[src/rtl/kagf_pkg.sv]
package kagf_pkg;

  localparam int DATA_WIDTH_DEF = 32;
  localparam int FRAC           = 30;    // fraction bits of covariances and gains
  localparam int CFG_W          = 31;
  localparam int CFG_IDX_W      = 2;

  localparam logic [CFG_W-1:0] SAMPLE_PERIOD_RST = 31'd21474836;
  localparam logic [CFG_W-1:0] ANGLE_NOISE_RST   = 31'd10737418;
  localparam logic [CFG_W-1:0] BIAS_NOISE_RST    = 31'd322123;
  localparam logic [CFG_W-1:0] MEASURE_NOISE_RST = 31'd10737418;

  localparam logic [CFG_IDX_W-1:0] CFG_SAMPLE_PERIOD = 2'd0;
  localparam logic [CFG_IDX_W-1:0] CFG_ANGLE_NOISE   = 2'd1;
  localparam logic [CFG_IDX_W-1:0] CFG_BIAS_NOISE    = 2'd2;
  localparam logic [CFG_IDX_W-1:0] CFG_MEASURE_NOISE = 2'd3;

  // micro-op codes
  localparam logic [1:0] OP_ADD = 2'd0;
  localparam logic [1:0] OP_SUB = 2'd1;
  localparam logic [1:0] OP_MUL = 2'd2;
  localparam logic [1:0] OP_DIV = 2'd3;

  // operand / destination codes
  localparam logic [3:0] R_ANGLE = 4'd0;
  localparam logic [3:0] R_BIAS  = 4'd1;
  localparam logic [3:0] R_C00   = 4'd2;
  localparam logic [3:0] R_C01   = 4'd3;
  localparam logic [3:0] R_C10   = 4'd4;
  localparam logic [3:0] R_C11   = 4'd5;
  localparam logic [3:0] R_ACC   = 4'd6;
  localparam logic [3:0] R_GYRO  = 4'd7;
  localparam logic [3:0] R_DT    = 4'd8;
  localparam logic [3:0] R_AN    = 4'd9;
  localparam logic [3:0] R_BN    = 4'd10;
  localparam logic [3:0] R_MN    = 4'd11;
  localparam logic [3:0] R_T     = 4'd12;
  localparam logic [3:0] R_U     = 4'd13;
  localparam logic [3:0] R_K0    = 4'd14;
  localparam logic [3:0] R_K1    = 4'd15;

  typedef struct packed {
    logic [1:0] op;
    logic [3:0] src_a;
    logic [3:0] src_b;
    logic [3:0] dst;
  } step_t;

  localparam int PROG_LEN = 29;
  localparam int PC_W     = $clog2(PROG_LEN);

  // one sample: predict, gains, then correction in order
  localparam step_t PROG [PROG_LEN] = '{
    '{OP_SUB, R_GYRO,  R_BIAS,  R_T    },  // rate minus bias
    '{OP_MUL, R_DT,    R_T,     R_U    },
    '{OP_ADD, R_ANGLE, R_U,     R_ANGLE},
    '{OP_ADD, R_C10,   R_C01,   R_T    },
    '{OP_MUL, R_AN,    R_DT,    R_U    },
    '{OP_MUL, R_DT,    R_T,     R_T    },
    '{OP_SUB, R_U,     R_T,     R_T    },
    '{OP_ADD, R_C00,   R_T,     R_C00  },
    '{OP_MUL, R_DT,    R_C11,   R_T    },
    '{OP_SUB, R_C01,   R_T,     R_C01  },
    '{OP_SUB, R_C10,   R_T,     R_C10  },
    '{OP_MUL, R_BN,    R_DT,    R_T    },
    '{OP_ADD, R_C11,   R_T,     R_C11  },
    '{OP_SUB, R_ACC,   R_ANGLE, R_T    },  // innovation held in T from here
    '{OP_ADD, R_C00,   R_MN,    R_U    },  // denominator
    '{OP_DIV, R_C00,   R_U,     R_K0   },
    '{OP_DIV, R_C10,   R_U,     R_K1   },
    '{OP_MUL, R_K0,    R_T,     R_U    },
    '{OP_ADD, R_ANGLE, R_U,     R_ANGLE},
    '{OP_MUL, R_K1,    R_T,     R_U    },
    '{OP_ADD, R_BIAS,  R_U,     R_BIAS },
    '{OP_MUL, R_K0,    R_C00,   R_U    },
    '{OP_SUB, R_C00,   R_U,     R_C00  },
    '{OP_MUL, R_K0,    R_C01,   R_U    },
    '{OP_SUB, R_C01,   R_U,     R_C01  },
    '{OP_MUL, R_K1,    R_C00,   R_U    },
    '{OP_SUB, R_C10,   R_U,     R_C10  },
    '{OP_MUL, R_K1,    R_C01,   R_U    },
    '{OP_SUB, R_C11,   R_U,     R_C11  }
  };

endpackage

[src/rtl/kagf_mul.sv]
module kagf_mul #(
  parameter int W   = kagf_pkg::DATA_WIDTH_DEF,
  parameter int OPW = (W > 32) ? W : 32
) (
  input  logic                clk,
  input  logic                rst_n,
  input  logic                start,
  input  logic signed [OPW-1:0] a,
  input  logic signed [OPW-1:0] b,
  output logic signed [W-1:0]   result,
  output logic                done
);
  import kagf_pkg::*;

  localparam int HW = (OPW + 1) / 2;
  localparam int PW = OPW + HW;
  localparam int AW = 2 * OPW + 1;
  localparam int MW = AW - FRAC;

  localparam logic [1:0] PH_IDLE = 2'd0;
  localparam logic [1:0] PH_LO   = 2'd1;
  localparam logic [1:0] PH_HI   = 2'd2;
  localparam logic [1:0] PH_RND  = 2'd3;

  localparam logic [AW-1:0]     RND  = AW'(1) << (FRAC - 1);
  localparam logic signed [W-1:0] MAXV = {1'b0, {(W-1){1'b1}}};
  localparam logic signed [W-1:0] MINV = {1'b1, {(W-1){1'b0}}};

  logic [1:0]     ph_r;
  logic           done_r;
  logic [OPW-1:0] ma_r, mb_r;
  logic           neg_r;
  logic [AW-1:0]  acc_r;
  logic signed [W-1:0] res_r;

  logic [HW-1:0]  half;
  logic [PW-1:0]  prod;
  logic [MW-1:0]  mag_w;
  logic           ovf;
  logic signed [W-1:0] sat_val;

  // one OPW x HW multiplier, used for the low then the high half of b
  always_comb begin
    half = (ph_r == PH_LO) ? mb_r[HW-1:0] : HW'(mb_r[OPW-1:HW]);
    prod = PW'(ma_r) * PW'(half);
  end

  // magnitude is rounded, then saturated with the sign
  always_comb begin
    mag_w = acc_r[AW-1:FRAC];
    ovf   = (|mag_w[MW-1:W]) | (mag_w[W-1] & (~neg_r | (|mag_w[W-2:0])));
    if (ovf) begin
      sat_val = neg_r ? MINV : MAXV;
    end else begin
      sat_val = neg_r ? -$signed(mag_w[W-1:0]) : $signed(mag_w[W-1:0]);
    end
  end

  always_ff @(posedge clk) begin
    if (!rst_n) begin
      ph_r   <= PH_IDLE;
      done_r <= 1'b0;
    end else begin
      done_r <= 1'b0;
      unique case (ph_r)
        PH_IDLE: if (start) ph_r <= PH_LO;
        PH_LO:   ph_r <= PH_HI;
        PH_HI:   ph_r <= PH_RND;
        PH_RND: begin
          ph_r   <= PH_IDLE;
          done_r <= 1'b1;
        end
      endcase
    end
  end

  always_ff @(posedge clk) begin
    if (ph_r == PH_IDLE && start) begin
      ma_r  <= a[OPW-1] ? (~a + 1'b1) : a;
      mb_r  <= b[OPW-1] ? (~b + 1'b1) : b;
      neg_r <= a[OPW-1] ^ b[OPW-1];
    end
    if (ph_r == PH_LO) acc_r <= AW'(prod) + RND;
    if (ph_r == PH_HI) acc_r <= acc_r + (AW'(prod) << HW);
    if (ph_r == PH_RND) res_r <= sat_val;
  end

  assign result = res_r;
  assign done   = done_r;

endmodule

[src/rtl/kagf_div.sv]
module kagf_div #(
  parameter int W = kagf_pkg::DATA_WIDTH_DEF
) (
  input  logic                clk,
  input  logic                rst_n,
  input  logic                start,
  input  logic signed [W-1:0] num,
  input  logic signed [W-1:0] den,
  output logic signed [W-1:0] result,
  output logic                done
);
  import kagf_pkg::*;

  localparam int NB   = W + FRAC;
  localparam int ITER = (NB + 1) / 2;   // two quotient bits a cycle
  localparam int DVW  = 2 * ITER;
  localparam int CW   = $clog2(ITER + 1);

  localparam logic signed [W-1:0] MAXV = {1'b0, {(W-1){1'b1}}};
  localparam logic signed [W-1:0] MINV = {1'b1, {(W-1){1'b0}}};

  logic           busy_r, done_r;
  logic [CW-1:0]  cnt_r;
  logic [DVW-1:0] dv_r;
  logic [W-1:0]   rem_r, ud_r;
  logic [W:0]     q_r;
  logic           ovf_r, neg_r;
  logic signed [W-1:0] res_r;

  logic [W-1:0]   un, ud;
  logic [W:0]     r2;
  logic [W-1:0]   rem_s;
  logic [W:0]     q_s;
  logic           ovf_s, q_ovf;
  logic signed [W-1:0] sat_val;

  always_comb begin
    un = num[W-1] ? (~num + 1'b1) : num;
    ud = den[W-1] ? (~den + 1'b1) : den;
  end

  // two restoring steps; bits pushed out of the quotient top are sticky
  always_comb begin
    rem_s = rem_r;
    q_s   = q_r;
    ovf_s = ovf_r;
    r2    = '0;
    for (int j = 0; j < 2; j++) begin
      r2    = {rem_s, dv_r[DVW-1-j]};
      ovf_s = ovf_s | q_s[W];
      q_s   = q_s << 1;
      if (r2 >= {1'b0, ud_r}) begin
        r2     = r2 - {1'b0, ud_r};
        q_s[0] = 1'b1;
      end
      rem_s = r2[W-1:0];
    end
    q_ovf = ovf_s | q_s[W] | (q_s[W-1] & (~neg_r | (|q_s[W-2:0])));
    if (q_ovf) begin
      sat_val = neg_r ? MINV : MAXV;
    end else begin
      sat_val = neg_r ? -$signed(q_s[W-1:0]) : $signed(q_s[W-1:0]);
    end
  end

  always_ff @(posedge clk) begin
    if (!rst_n) begin
      busy_r <= 1'b0;
      done_r <= 1'b0;
      cnt_r  <= '0;
    end else begin
      done_r <= 1'b0;
      if (!busy_r && start) begin
        if (den == '0) begin
          done_r <= 1'b1;
        end else begin
          busy_r <= 1'b1;
          cnt_r  <= CW'(ITER);
        end
      end else if (busy_r) begin
        cnt_r <= cnt_r - 1'b1;
        if (cnt_r == CW'(1)) begin
          busy_r <= 1'b0;
          done_r <= 1'b1;
        end
      end
    end
  end

  always_ff @(posedge clk) begin
    if (!busy_r && start) begin
      dv_r  <= DVW'(un) << FRAC;
      ud_r  <= ud;
      rem_r <= '0;
      q_r   <= '0;
      ovf_r <= 1'b0;
      neg_r <= num[W-1] ^ den[W-1];
      res_r <= '0;
    end else if (busy_r) begin
      dv_r  <= dv_r << 2;
      rem_r <= rem_s;
      q_r   <= q_s;
      ovf_r <= ovf_s;
      if (cnt_r == CW'(1)) res_r <= sat_val;
    end
  end

  assign result = res_r;
  assign done   = done_r;

endmodule

[src/rtl/kalman_angle_gyro_fusion.sv]
// Two-state angle / gyro-bias Kalman filter.
// Input channel (in_valid / in_stall): one item carries an accelerometer angle
// and a gyro rate, both Q16.16. in_stall is high while an item is being worked.
// Output channel (out_valid / out_stall): one item per input, the new angle in
// Q16.16, held in an output register until taken.
// Config port (cfg_valid / cfg_ready, always ready): cfg_index selects sample
// period, angle noise, bias noise or measurement noise; the low 31 bits of
// cfg_data are kept. Write only while the filter is idle.
// A small sequencer runs 29 micro-ops through one adder, one multiplier
// (half-width partial products) and one radix-2 divider (two quotient
// bits a cycle). A zero denominator ends a divide without iterating, with a
// zero result. A new item is taken the cycle after the result is loaded into
// the output register. If the previous result is still stalled, the finished
// item waits for it.
// Reset (rst_n, synchronous, active low) clears angle, bias and covariance and
// loads the default noise and period values.
module kalman_angle_gyro_fusion #(
  parameter int DATA_WIDTH = kagf_pkg::DATA_WIDTH_DEF
) (
  input  logic                              clk,
  input  logic                              rst_n,
  input  logic                              cfg_valid,
  output logic                              cfg_ready,
  input  logic [kagf_pkg::CFG_IDX_W-1:0]    cfg_index,
  input  logic [31:0]                       cfg_data,
  input  logic                              in_valid,
  output logic                              in_stall,
  input  logic signed [31:0]                in_acc_angle,
  input  logic signed [31:0]                in_gyro_rate,
  output logic                              out_valid,
  input  logic                              out_stall,
  output logic signed [31:0]                out_angle_estimate
);
  import kagf_pkg::*;

  localparam int W   = DATA_WIDTH;
  localparam int OPW = (W > 32) ? W : 32;

  localparam logic [1:0] S_IDLE  = 2'd0;
  localparam logic [1:0] S_ISSUE = 2'd1;
  localparam logic [1:0] S_WAIT  = 2'd2;
  localparam logic [1:0] S_FIN   = 2'd3;

  localparam logic signed [OPW:0] ONE  = 1;
  localparam logic signed [OPW:0] SMAX = (ONE <<< (W - 1)) - ONE;
  localparam logic signed [OPW:0] SMIN = -SMAX - ONE;

  logic [1:0]      state_r;
  logic [PC_W-1:0] pc_r;
  logic signed [W-1:0] angle_r, bias_r, c00_r, c01_r, c10_r, c11_r;
  logic signed [W-1:0] t_r, u_r, k0_r, k1_r, meas_r, gyro_r;
  logic [CFG_W-1:0] sample_period_r, angle_noise_r, bias_noise_r, measure_noise_r;
  logic             out_valid_r;
  logic signed [31:0] out_angle_r;

  step_t step;
  logic  last;
  logic signed [OPW-1:0] op_a, op_b, angle_x;
  logic signed [OPW:0]   sum;
  logic signed [W-1:0]   alu_res, mul_res, div_res, wr_val;
  logic  wr_en, mul_start, div_start, mul_done, div_done, in_acc, fin_go;

  function automatic logic signed [W-1:0] sat_w(input logic signed [OPW:0] v);
    logic signed [W-1:0] r;
    if (v > SMAX) begin
      r = W'(SMAX);
    end else if (v < SMIN) begin
      r = W'(SMIN);
    end else begin
      r = W'(v);
    end
    return r;
  endfunction

  function automatic logic signed [OPW-1:0] opnd(input logic [3:0] code);
    logic signed [OPW-1:0] r;
    unique case (code)
      R_ANGLE: r = OPW'(angle_r);
      R_BIAS:  r = OPW'(bias_r);
      R_C00:   r = OPW'(c00_r);
      R_C01:   r = OPW'(c01_r);
      R_C10:   r = OPW'(c10_r);
      R_C11:   r = OPW'(c11_r);
      R_ACC:   r = OPW'(meas_r);
      R_GYRO:  r = OPW'(gyro_r);
      R_DT:    r = OPW'(sample_period_r);
      R_AN:    r = OPW'(angle_noise_r);
      R_BN:    r = OPW'(bias_noise_r);
      R_MN:    r = OPW'(measure_noise_r);
      R_T:     r = OPW'(t_r);
      R_U:     r = OPW'(u_r);
      R_K0:    r = OPW'(k0_r);
      R_K1:    r = OPW'(k1_r);
    endcase
    return r;
  endfunction

  always_comb begin
    step    = PROG[pc_r];
    last    = (pc_r == PC_W'(PROG_LEN - 1));
    op_a    = opnd(step.src_a);
    op_b    = opnd(step.src_b);
    sum     = (step.op == OP_SUB) ? ((OPW+1)'(op_a) - (OPW+1)'(op_b))
                                  : ((OPW+1)'(op_a) + (OPW+1)'(op_b));
    alu_res = sat_w(sum);
    angle_x = OPW'(angle_r);

    mul_start = (state_r == S_ISSUE) && (step.op == OP_MUL);
    div_start = (state_r == S_ISSUE) && (step.op == OP_DIV);
    in_acc    = (state_r == S_IDLE) && in_valid;
    fin_go    = (state_r == S_FIN) && (!out_valid_r || !out_stall);

    wr_en  = 1'b0;
    wr_val = alu_res;
    if (state_r == S_ISSUE && (step.op == OP_ADD || step.op == OP_SUB)) begin
      wr_en = 1'b1;
    end else if (state_r == S_WAIT && mul_done) begin
      wr_en  = 1'b1;
      wr_val = mul_res;
    end else if (state_r == S_WAIT && div_done) begin
      wr_en  = 1'b1;
      wr_val = div_res;
    end
  end

  kagf_mul #(.W(W), .OPW(OPW)) u_mul (
    .clk    (clk),
    .rst_n  (rst_n),
    .start  (mul_start),
    .a      (op_a),
    .b      (op_b),
    .result (mul_res),
    .done   (mul_done)
  );

  kagf_div #(.W(W)) u_div (
    .clk    (clk),
    .rst_n  (rst_n),
    .start  (div_start),
    .num    (op_a[W-1:0]),
    .den    (op_b[W-1:0]),
    .result (div_res),
    .done   (div_done)
  );

  // sequencer
  always_ff @(posedge clk) begin
    if (!rst_n) begin
      state_r <= S_IDLE;
      pc_r    <= '0;
    end else begin
      unique case (state_r)
        S_IDLE: begin
          if (in_valid) begin
            state_r <= S_ISSUE;
            pc_r    <= '0;
          end
        end
        S_ISSUE: begin
          if (step.op == OP_MUL || step.op == OP_DIV) begin
            state_r <= S_WAIT;
          end else if (last) begin
            state_r <= S_FIN;
          end else begin
            pc_r <= pc_r + 1'b1;
          end
        end
        S_WAIT: begin
          if (mul_done || div_done) begin
            if (last) begin
              state_r <= S_FIN;
            end else begin
              state_r <= S_ISSUE;
              pc_r    <= pc_r + 1'b1;
            end
          end
        end
        S_FIN: if (fin_go) state_r <= S_IDLE;
      endcase
    end
  end

  // filter state
  always_ff @(posedge clk) begin
    if (!rst_n) begin
      angle_r <= '0;
      bias_r  <= '0;
      c00_r   <= '0;
      c01_r   <= '0;
      c10_r   <= '0;
      c11_r   <= '0;
    end else if (wr_en) begin
      case (step.dst)
        R_ANGLE: angle_r <= wr_val;
        R_BIAS:  bias_r  <= wr_val;
        R_C00:   c00_r   <= wr_val;
        R_C01:   c01_r   <= wr_val;
        R_C10:   c10_r   <= wr_val;
        R_C11:   c11_r   <= wr_val;
        default: ;
      endcase
    end
  end

  // scratch and captured item
  always_ff @(posedge clk) begin
    if (in_acc) begin
      meas_r <= sat_w((OPW+1)'(in_acc_angle));
      gyro_r <= sat_w((OPW+1)'(in_gyro_rate));
    end
    if (wr_en) begin
      case (step.dst)
        R_T:     t_r  <= wr_val;
        R_U:     u_r  <= wr_val;
        R_K0:    k0_r <= wr_val;
        R_K1:    k1_r <= wr_val;
        default: ;
      endcase
    end
  end

  always_ff @(posedge clk) begin
    if (!rst_n) begin
      sample_period_r <= SAMPLE_PERIOD_RST;
      angle_noise_r   <= ANGLE_NOISE_RST;
      bias_noise_r    <= BIAS_NOISE_RST;
      measure_noise_r <= MEASURE_NOISE_RST;
    end else if (cfg_valid && cfg_ready) begin
      unique case (cfg_index)
        CFG_SAMPLE_PERIOD: sample_period_r <= cfg_data[CFG_W-1:0];
        CFG_ANGLE_NOISE:   angle_noise_r   <= cfg_data[CFG_W-1:0];
        CFG_BIAS_NOISE:    bias_noise_r    <= cfg_data[CFG_W-1:0];
        CFG_MEASURE_NOISE: measure_noise_r <= cfg_data[CFG_W-1:0];
      endcase
    end
  end

  // output register
  always_ff @(posedge clk) begin
    if (!rst_n) begin
      out_valid_r <= 1'b0;
    end else if (fin_go) begin
      out_valid_r <= 1'b1;
    end else if (!out_stall) begin
      out_valid_r <= 1'b0;
    end
  end

  always_ff @(posedge clk) begin
    if (fin_go) out_angle_r <= angle_x[31:0];
  end

  assign cfg_ready          = 1'b1;
  assign in_stall           = (state_r != S_IDLE);
  assign out_valid          = out_valid_r;
  assign out_angle_estimate = out_angle_r;

`ifndef ASSERT_OFF
  a_accept_starts: assert property (@(posedge clk) disable iff (!rst_n)
    (in_valid && !in_stall) |=> (state_r == S_ISSUE && pc_r == '0))
    else $error("accepted item did not start at the first step");

  a_done_in_wait: assert property (@(posedge clk) disable iff (!rst_n)
    (mul_done || div_done) |-> (state_r == S_WAIT))
    else $error("unit finished while sequencer not waiting");

  a_pc_range: assert property (@(posedge clk) disable iff (!rst_n)
    (state_r != S_IDLE) |-> (pc_r <= PC_W'(PROG_LEN - 1)))
    else $error("step counter past end of program");

  a_out_from_fin: assert property (@(posedge clk) disable iff (!rst_n)
    $rose(out_valid_r) |-> ($past(state_r) == S_FIN))
    else $error("result presented without finishing the sequence");

  a_wait_needs_unit: assert property (@(posedge clk) disable iff (!rst_n)
    (state_r == S_WAIT && $past(state_r) == S_ISSUE)
      |-> ($past(step.op) == OP_MUL || $past(step.op) == OP_DIV))
    else $error("waiting without a multi-cycle op issued");
`endif

endmodule
[config.mk]
export PLATFORM = sky130hd
export DESIGN_NAME = kalman_angle_gyro_fusion
export DESIGN_NICKNAME = d
export VERILOG_FILES = /design/src/rtl/kagf_pkg.sv /design/src/rtl/kagf_mul.sv /design/src/rtl/kagf_div.sv /design/src/rtl/kalman_angle_gyro_fusion.sv
export SDC_FILE = /design/constraint.sdc
export NUM_CORES = 2
export LEC_CHECK = 0
export BUFFER_PORTS_ARGS = -buffer_cell sky130_fd_sc_hd__buf_2
export CORE_AREA = 2 2 435 437
export DETAILED_ROUTE_END_ITERATION = 16
export DIE_AREA = 0 0 437 439
export PLACE_DENSITY = 0.51
export SYNTH_ARGS = -nofsm -noshare
export SYNTH_HDL_FRONTEND = slang
export SYNTH_SLANG_ARGS = --single-unit
[constraint.sdc]
create_clock -name clk -period 11.3 [get_ports clk]
set_input_delay 1.695 -clock clk [delete_from_list [all_inputs] [get_ports clk]]
set_output_delay 1.695 -clock clk [all_outputs]
set_load 0.03 [all_outputs]
==> Word level (Yosys, flattened, before mapping) <==
Memories as Yosys holds them, arrays and structs flattened.
Index checks and enable logic that the tools add are counted.
{ "op_classes": {"add_sub_neg": 12, "n_mul": 1, "magnitude_cmp": 9, "n_eq_ne": 61, "mux": 60, "bitwise_logic": 15, "n_reduce_logical": 49} }
{ "ops": {"columns": ["cell", "count"], "rows": [
  ["$pmux 32 s16", 2],
  ["$mux 32", 17],
  ["$mux 65", 2],
  ["$mux 62", 2],
  ["$eq 4x4->1 const B", 20],
  ["$ge 33x32->1", 2],
  ["$add 65x64->65", 1],
  ["$add 32x1->32 const B", 2],
  ["$gt 32x32->1 const B", 2],
  ["$lt 32x32->1 const B", 2],
  ["$neg 32->32", 2],
  ["$not 32->32", 2],
  ["$sub 32x32->32", 2],
  ["$reduce_or 31->1", 2],
  ["$add 48x30->49 const B", 1],
  ["$mul 32x16->48", 1],
  ["$eq 4x3->1 const B", 10],
  ["$mux 5", 7],
  ["$add 32x32->33", 1],
  ["$gt 33x32->1 const B", 1],
  ["$lt 33x32->1 const B", 1],
  ["$mux 33", 1],
  ["$sub 32x32->33", 1],
  ["$logic_not 32->1", 1],
  ["other kinds (33)", 122]
]} }
{ "totals": {"regBits": 883, "rom_bits": 448, "in_bits": 103, "out_inout_bits": 35, "wordCells": 245, "n_memories": 1} }
{ "memory_table": {"columns": ["name", "words", "width", "rd", "rd_clocked_by_memory_dff", "wr", "line_no", "rtl"], "rows": [
  ["(name not given)", 32, 14, 1, 0, 0, "kalman_angle_gyro_fusion.sv:99", "step = PROG[pc_r];"]
]} }

==> Logic depth before layout (Yosys ltp) <==
{ "logic_depth": {"ltp_word": 14, "mapped_depth": 50, "ltp_nobuf": 48} }

==> Hierarchy <==
A second synthesis with hierarchy kept.
{ "unflattened": {"cells_unflattened": 7818, "area_unflattened_um2": 69908.3} }
{ "by_module_without_submodules": {"columns": ["mod", "instances", "cells_per_inst", "area_each_um2", "seq_area_each_um2"], "rows": [
  ["kalman_angle_gyro_fusion", 1, 3251, 30325.3, 13212.7],
  ["kagf_mul", 1, 3019, 27061.0, 4444.3],
  ["kagf_div", 1, 1548, 12522.0, 4053.9]
]} }

==> Worst setup path before layout <==
No wires, ideal clock.
{ "synth_path": {"path_kind": "register -> register", "start": "register u_div.dv_r[61]", "end": "register u_div.res_r[30] (netlist: u_div.result[30])", "setup_time_ps": 178, "arrival_time_ps": 10659, "required_ps": 11122, "setup_slack_ps": 463, "stages_incl_launch_ff": 49, "n_path_buf": 2, "synth_period_minus_slack_ps": 10837, "cell_sequence": "edfxtp_1 inv_1 ha_1 inv_1 fa_1 a21o_1 a21oi_1 nand2b_1 a21oi_1 o221a_2 a41o_1 o41ai_1 o211ai_1 a311oi_1 o21ai_0 a21oi_1 xor2_1 o21ai_0 [... 13 more ...] nand3b_1 or3_1 or3_1 or3_1 or4_1 or2_2 or3_1 or3_1 or3_1 nor3_1 ha_1 a21boi_0 or3_1 clkbuf_1 nor2_1 a221oi_1 a21oi_1 nor2_1"} }
{ "synth_via": {"elab_chain_cells": 9, "elab_cells_between_ends": 13, "classes_between": "add/sub: 2; order compare: 2; mux: 5; bitwise: 3; reduce/logical: 1"} }
{ "synth_rtl": {"columns": ["item", "line_no", "rtl"], "rows": [
  ["start: declaration", "kagf_div.sv:24", "logic [DVW-1:0] dv_r;"],
  ["start signal: assignment", "kagf_div.sv:92", "dv_r <= DVW'(un) << FRAC;"],
  ["start signal: assignment", "kagf_div.sv:100", "dv_r <= dv_r << 2;"],
  ["parallel branches: the longest is 8 deep, another holds $ge 33x32->1", null, null],
  ["$mux 32 *", "kagf_div.sv:59", "if (q_ovf) begin"],
  ["end signal: assignment", "kagf_div.sv:104", "if (cnt_r == CW'(1)) res_r <= sat_val;"],
  ["end: declaration", "kagf_div.sv:28", "logic signed [W-1:0] res_r;"]
]} }
Mark *: on every way between the ends.
A chain may end at the register's enable or synchronous reset.

==> Final worst setup path <==
{ "layout_path": {"start": "register u_div.dv_r[61]", "end": "register u_div.res_r[14] (netlist: u_div.result[14])"} }
The elaborated chain is that of the path after synthesis.

==> impl_metrics.env <==
export IMPL_final_util=0.402
export IMPL_htree_levels=3
export IMPL_largest_register_ffs=49
export IMPL_ant_nets=0
export IMPL_reg_largest_list="u_mul.acc_r: 49 flops, u_div.q_r: 33 flops"
export IMPL_synthTopCellsByCount="1123 x nand2_1, 642 x inv_1, 487 x a21oi_1, 482 x o21ai_0, 435 x edfxtp_1"
export IMPL_avgSynthCellArea_sq_um=8.86
export IMPL_critPathMaxFanout=22
export IMPL_worst_pin_slew_ps=1410
export IMPL_detail_route_wl_per_cell_um=27.0
export IMPL_clock_fmax_ghz=0.0928
export IMPL_vias_per_cell=5.88
export IMPL_top_register="u_mul.acc_r"
export IMPL_pre_cts_slack_ps=86.9
export IMPL_synth_ff_type="edfxtp_1"
export IMPL_initial_utilization=0.359
export IMPL_critPathLaunchType="flop"
export IMPL_clkLatencyLatePin_ps=770
export IMPL_hold_class="flop to flop"
export IMPL_die_w_um=437
export IMPL_clock_root_buffer="clkbuf_16"
export IMPL_fin_crit_sh=0.954
export IMPL_synth_compound_area_share=0.200
export IMPL_dieArea_sq_um=192000
export IMPL_setup_viol=0
export IMPL_cp_arrival_ps=11370
export IMPL_max_cap_violations=0
export IMPL_gp_congestion=0.990
export IMPL_io_buffers=135
export IMPL_rsz0062_at_grt="no"
export IMPL_crit_slowest_cell="or4_4"
export IMPL_post_cts_buffers=0
export IMPL_synth_most_common_cell="nand2_1"
export IMPL_synth_xor_area_frac=0.0347
export IMPL_yosys_warnings=0
export IMPL_drive_gt1_frac=0.108
export IMPL_ys_seq_area_frac=0.323
export IMPL_holdWs_ps=439
export IMPL_grt_overflow_total=0
export IMPL_tns_ps=0
export IMPL_cp_required_ps=11900
export IMPL_clock_sinks=867
export IMPL_drt_iter0_drc=6316
export IMPL_synth_seq_cells=867
export IMPL_synthCells=7579
export IMPL_cp_end_kind="flop"
export IMPL_drtPass1Iterations=8
export IMPL_skew_ps=62.5
export IMPL_path_buf_inv=7
export IMPL_netlist_area_sq_um=67100
export IMPL_async_flop_share=0
export IMPL_worst_setup_path_type="flop to flop"
export IMPL_finalHoldViolCount=0
export IMPL_grt_pass1_vias=58500
export IMPL_synthToLayoutAreaGrowth_pct=12.1
export IMPL_cts_resized_gates=0
export IMPL_grt_pass1_wl_mm=400
export IMPL_syn_num_nets=8399
export IMPL_final_nets=8404
export IMPL_die_y_um=439
export IMPL_clock_path_buffers=3
export IMPL_fin_ws_ps=525
export IMPL_drv_slew=0
export IMPL_num_io_pins=138
export IMPL_synth_mux_area_frac=0.0265
export IMPL_grt_max_degree=149
export IMPL_synth_top_area_cell="edfxtp_1"
export IMPL_cp_common_cell="a21o_1"
export IMPL_critPathTopFamily="simple AND/OR/NAND/NOR gates"
export IMPL_clkTransAtPathRegs_ps=60
export IMPL_grtUsageTotal=0.280
export IMPL_fin_crit_ps=10780
export IMPL_cts_buffers=101
export IMPL_synth_adder_area_share=0.181
export IMPL_cts_tree="done"
export IMPL_yosysUniqueCellTypes=105
export IMPL_totalWireLength_mm=275
export IMPL_drc=0
export IMPL_synth_edff_count=435
export IMPL_status="finished, final reports clean"
export IMPL_placementRows=159
export IMPL_vias=59800
export IMPL_cts_hold_fix_buffers=0
export IMPL_max_stage_delay_ps=530
export IMPL_relSlewSlack=0.0589
export IMPL_synth_top_family_by_area="compound AO/OA/AOI/OAI gates"
export IMPL_dp_hpwl_mm=202
export IMPL_core_sq_um=187000
export IMPL_antenna_found_initial=3
export IMPL_synth_top_area_frac=0.195
export IMPL_synthTopCellsByArea="edfxtp_1 19%, dfxtp_1 13%, fa_1 13%"
export IMPL_synth_simple_gate_area_frac=0.167
[worst register-to-register path, delay by kind of cell, from the launching register on]
kind            cells  cell delay [ps]
buf+inv             7              850
xor+xnor            1              170
compound gates     22             3880
simple gates       15             4250
fa+ha+maj           5             1130
flops               1              370
[through the flow]
stage          cell area [sq um]  cells
6_report                   75300  10200
5_1_grt                    75300  10200
4_1_cts                    75100  10200
3_5_place_dp               71600   9976
3_3_place_gp               71600   9976
2_1_floorplan              67100   7579
[layout by cell type, fill, tap and decap left out, types with 90 or more instances in the layout]
master     count
o21ai_0      477
a21o_1       116
and2_1       229
nor2_1       265
a22oi_1      135
a21oi_1      484
xnor2_1      175
dfxtp_1      431
inv_1        642
buf_2        134
nor3_1        90
fa_1         422
a21boi_0     103
nand2_1     1119
clkbuf_16    109
edfxtp_1     435
nand3_1      208
mux2i_1       99
ha_1         292
buf_4        270
[metal layers]
layer,vias up,wire (um),GRT usage
met5,-,13,0
met4,2,16700,0.146
met3,766,23600,0.0504
met2,2989,125000,0.451
met1,29400,110000,0.358
li1,26600,-,-
[final cells by class]
| type | instances | area (sq um) |
|---|---|---|
| clock inverter | 56 | 617 |
| inverter | 647 | 2430 |
| clock buffer | 135 | 2950 |
| antenna | 1 | 2.50 |
| sequential | 867 | 21700 |
| fill | 18800 | 112000 |
| tap | 2495 | 3120 |
| multi-input combinational | 5543 | 41300 |
| timing repair buffer | 424 | 3080 |
[kinds of logic after synthesis]
family | Yosys count
xor+xnor | 264
flops | 867
other cells | 1
simple gates | 2379
mux | 165
buf+inv | 1169
fa+ha+maj | 719
compound gates | 2015
[path summary, 6_finish.rpt]
kind	startpoint	to	slack (ps)	cells after the start
max	u_div.dv_r[61]$_DFFE_PP_	u_div.result[14]$_SDFFE_PP0P_	520	50
min	u_div.ovf_r$_SDFFE_PP0P_	u_div.ovf_r$_SDFFE_PP0P_	440	2
max reg2reg	u_div.dv_r[61]$_DFFE_PP_	u_div.result[14]$_SDFFE_PP0P_	520	50
min reg2reg	u_div.ovf_r$_SDFFE_PP0P_	u_div.ovf_r$_SDFFE_PP0P_	440	2
Power is left out: the tool's default activity adds up to more than one toggle a clock period on the data nets, which glitch-free logic cannot reach.
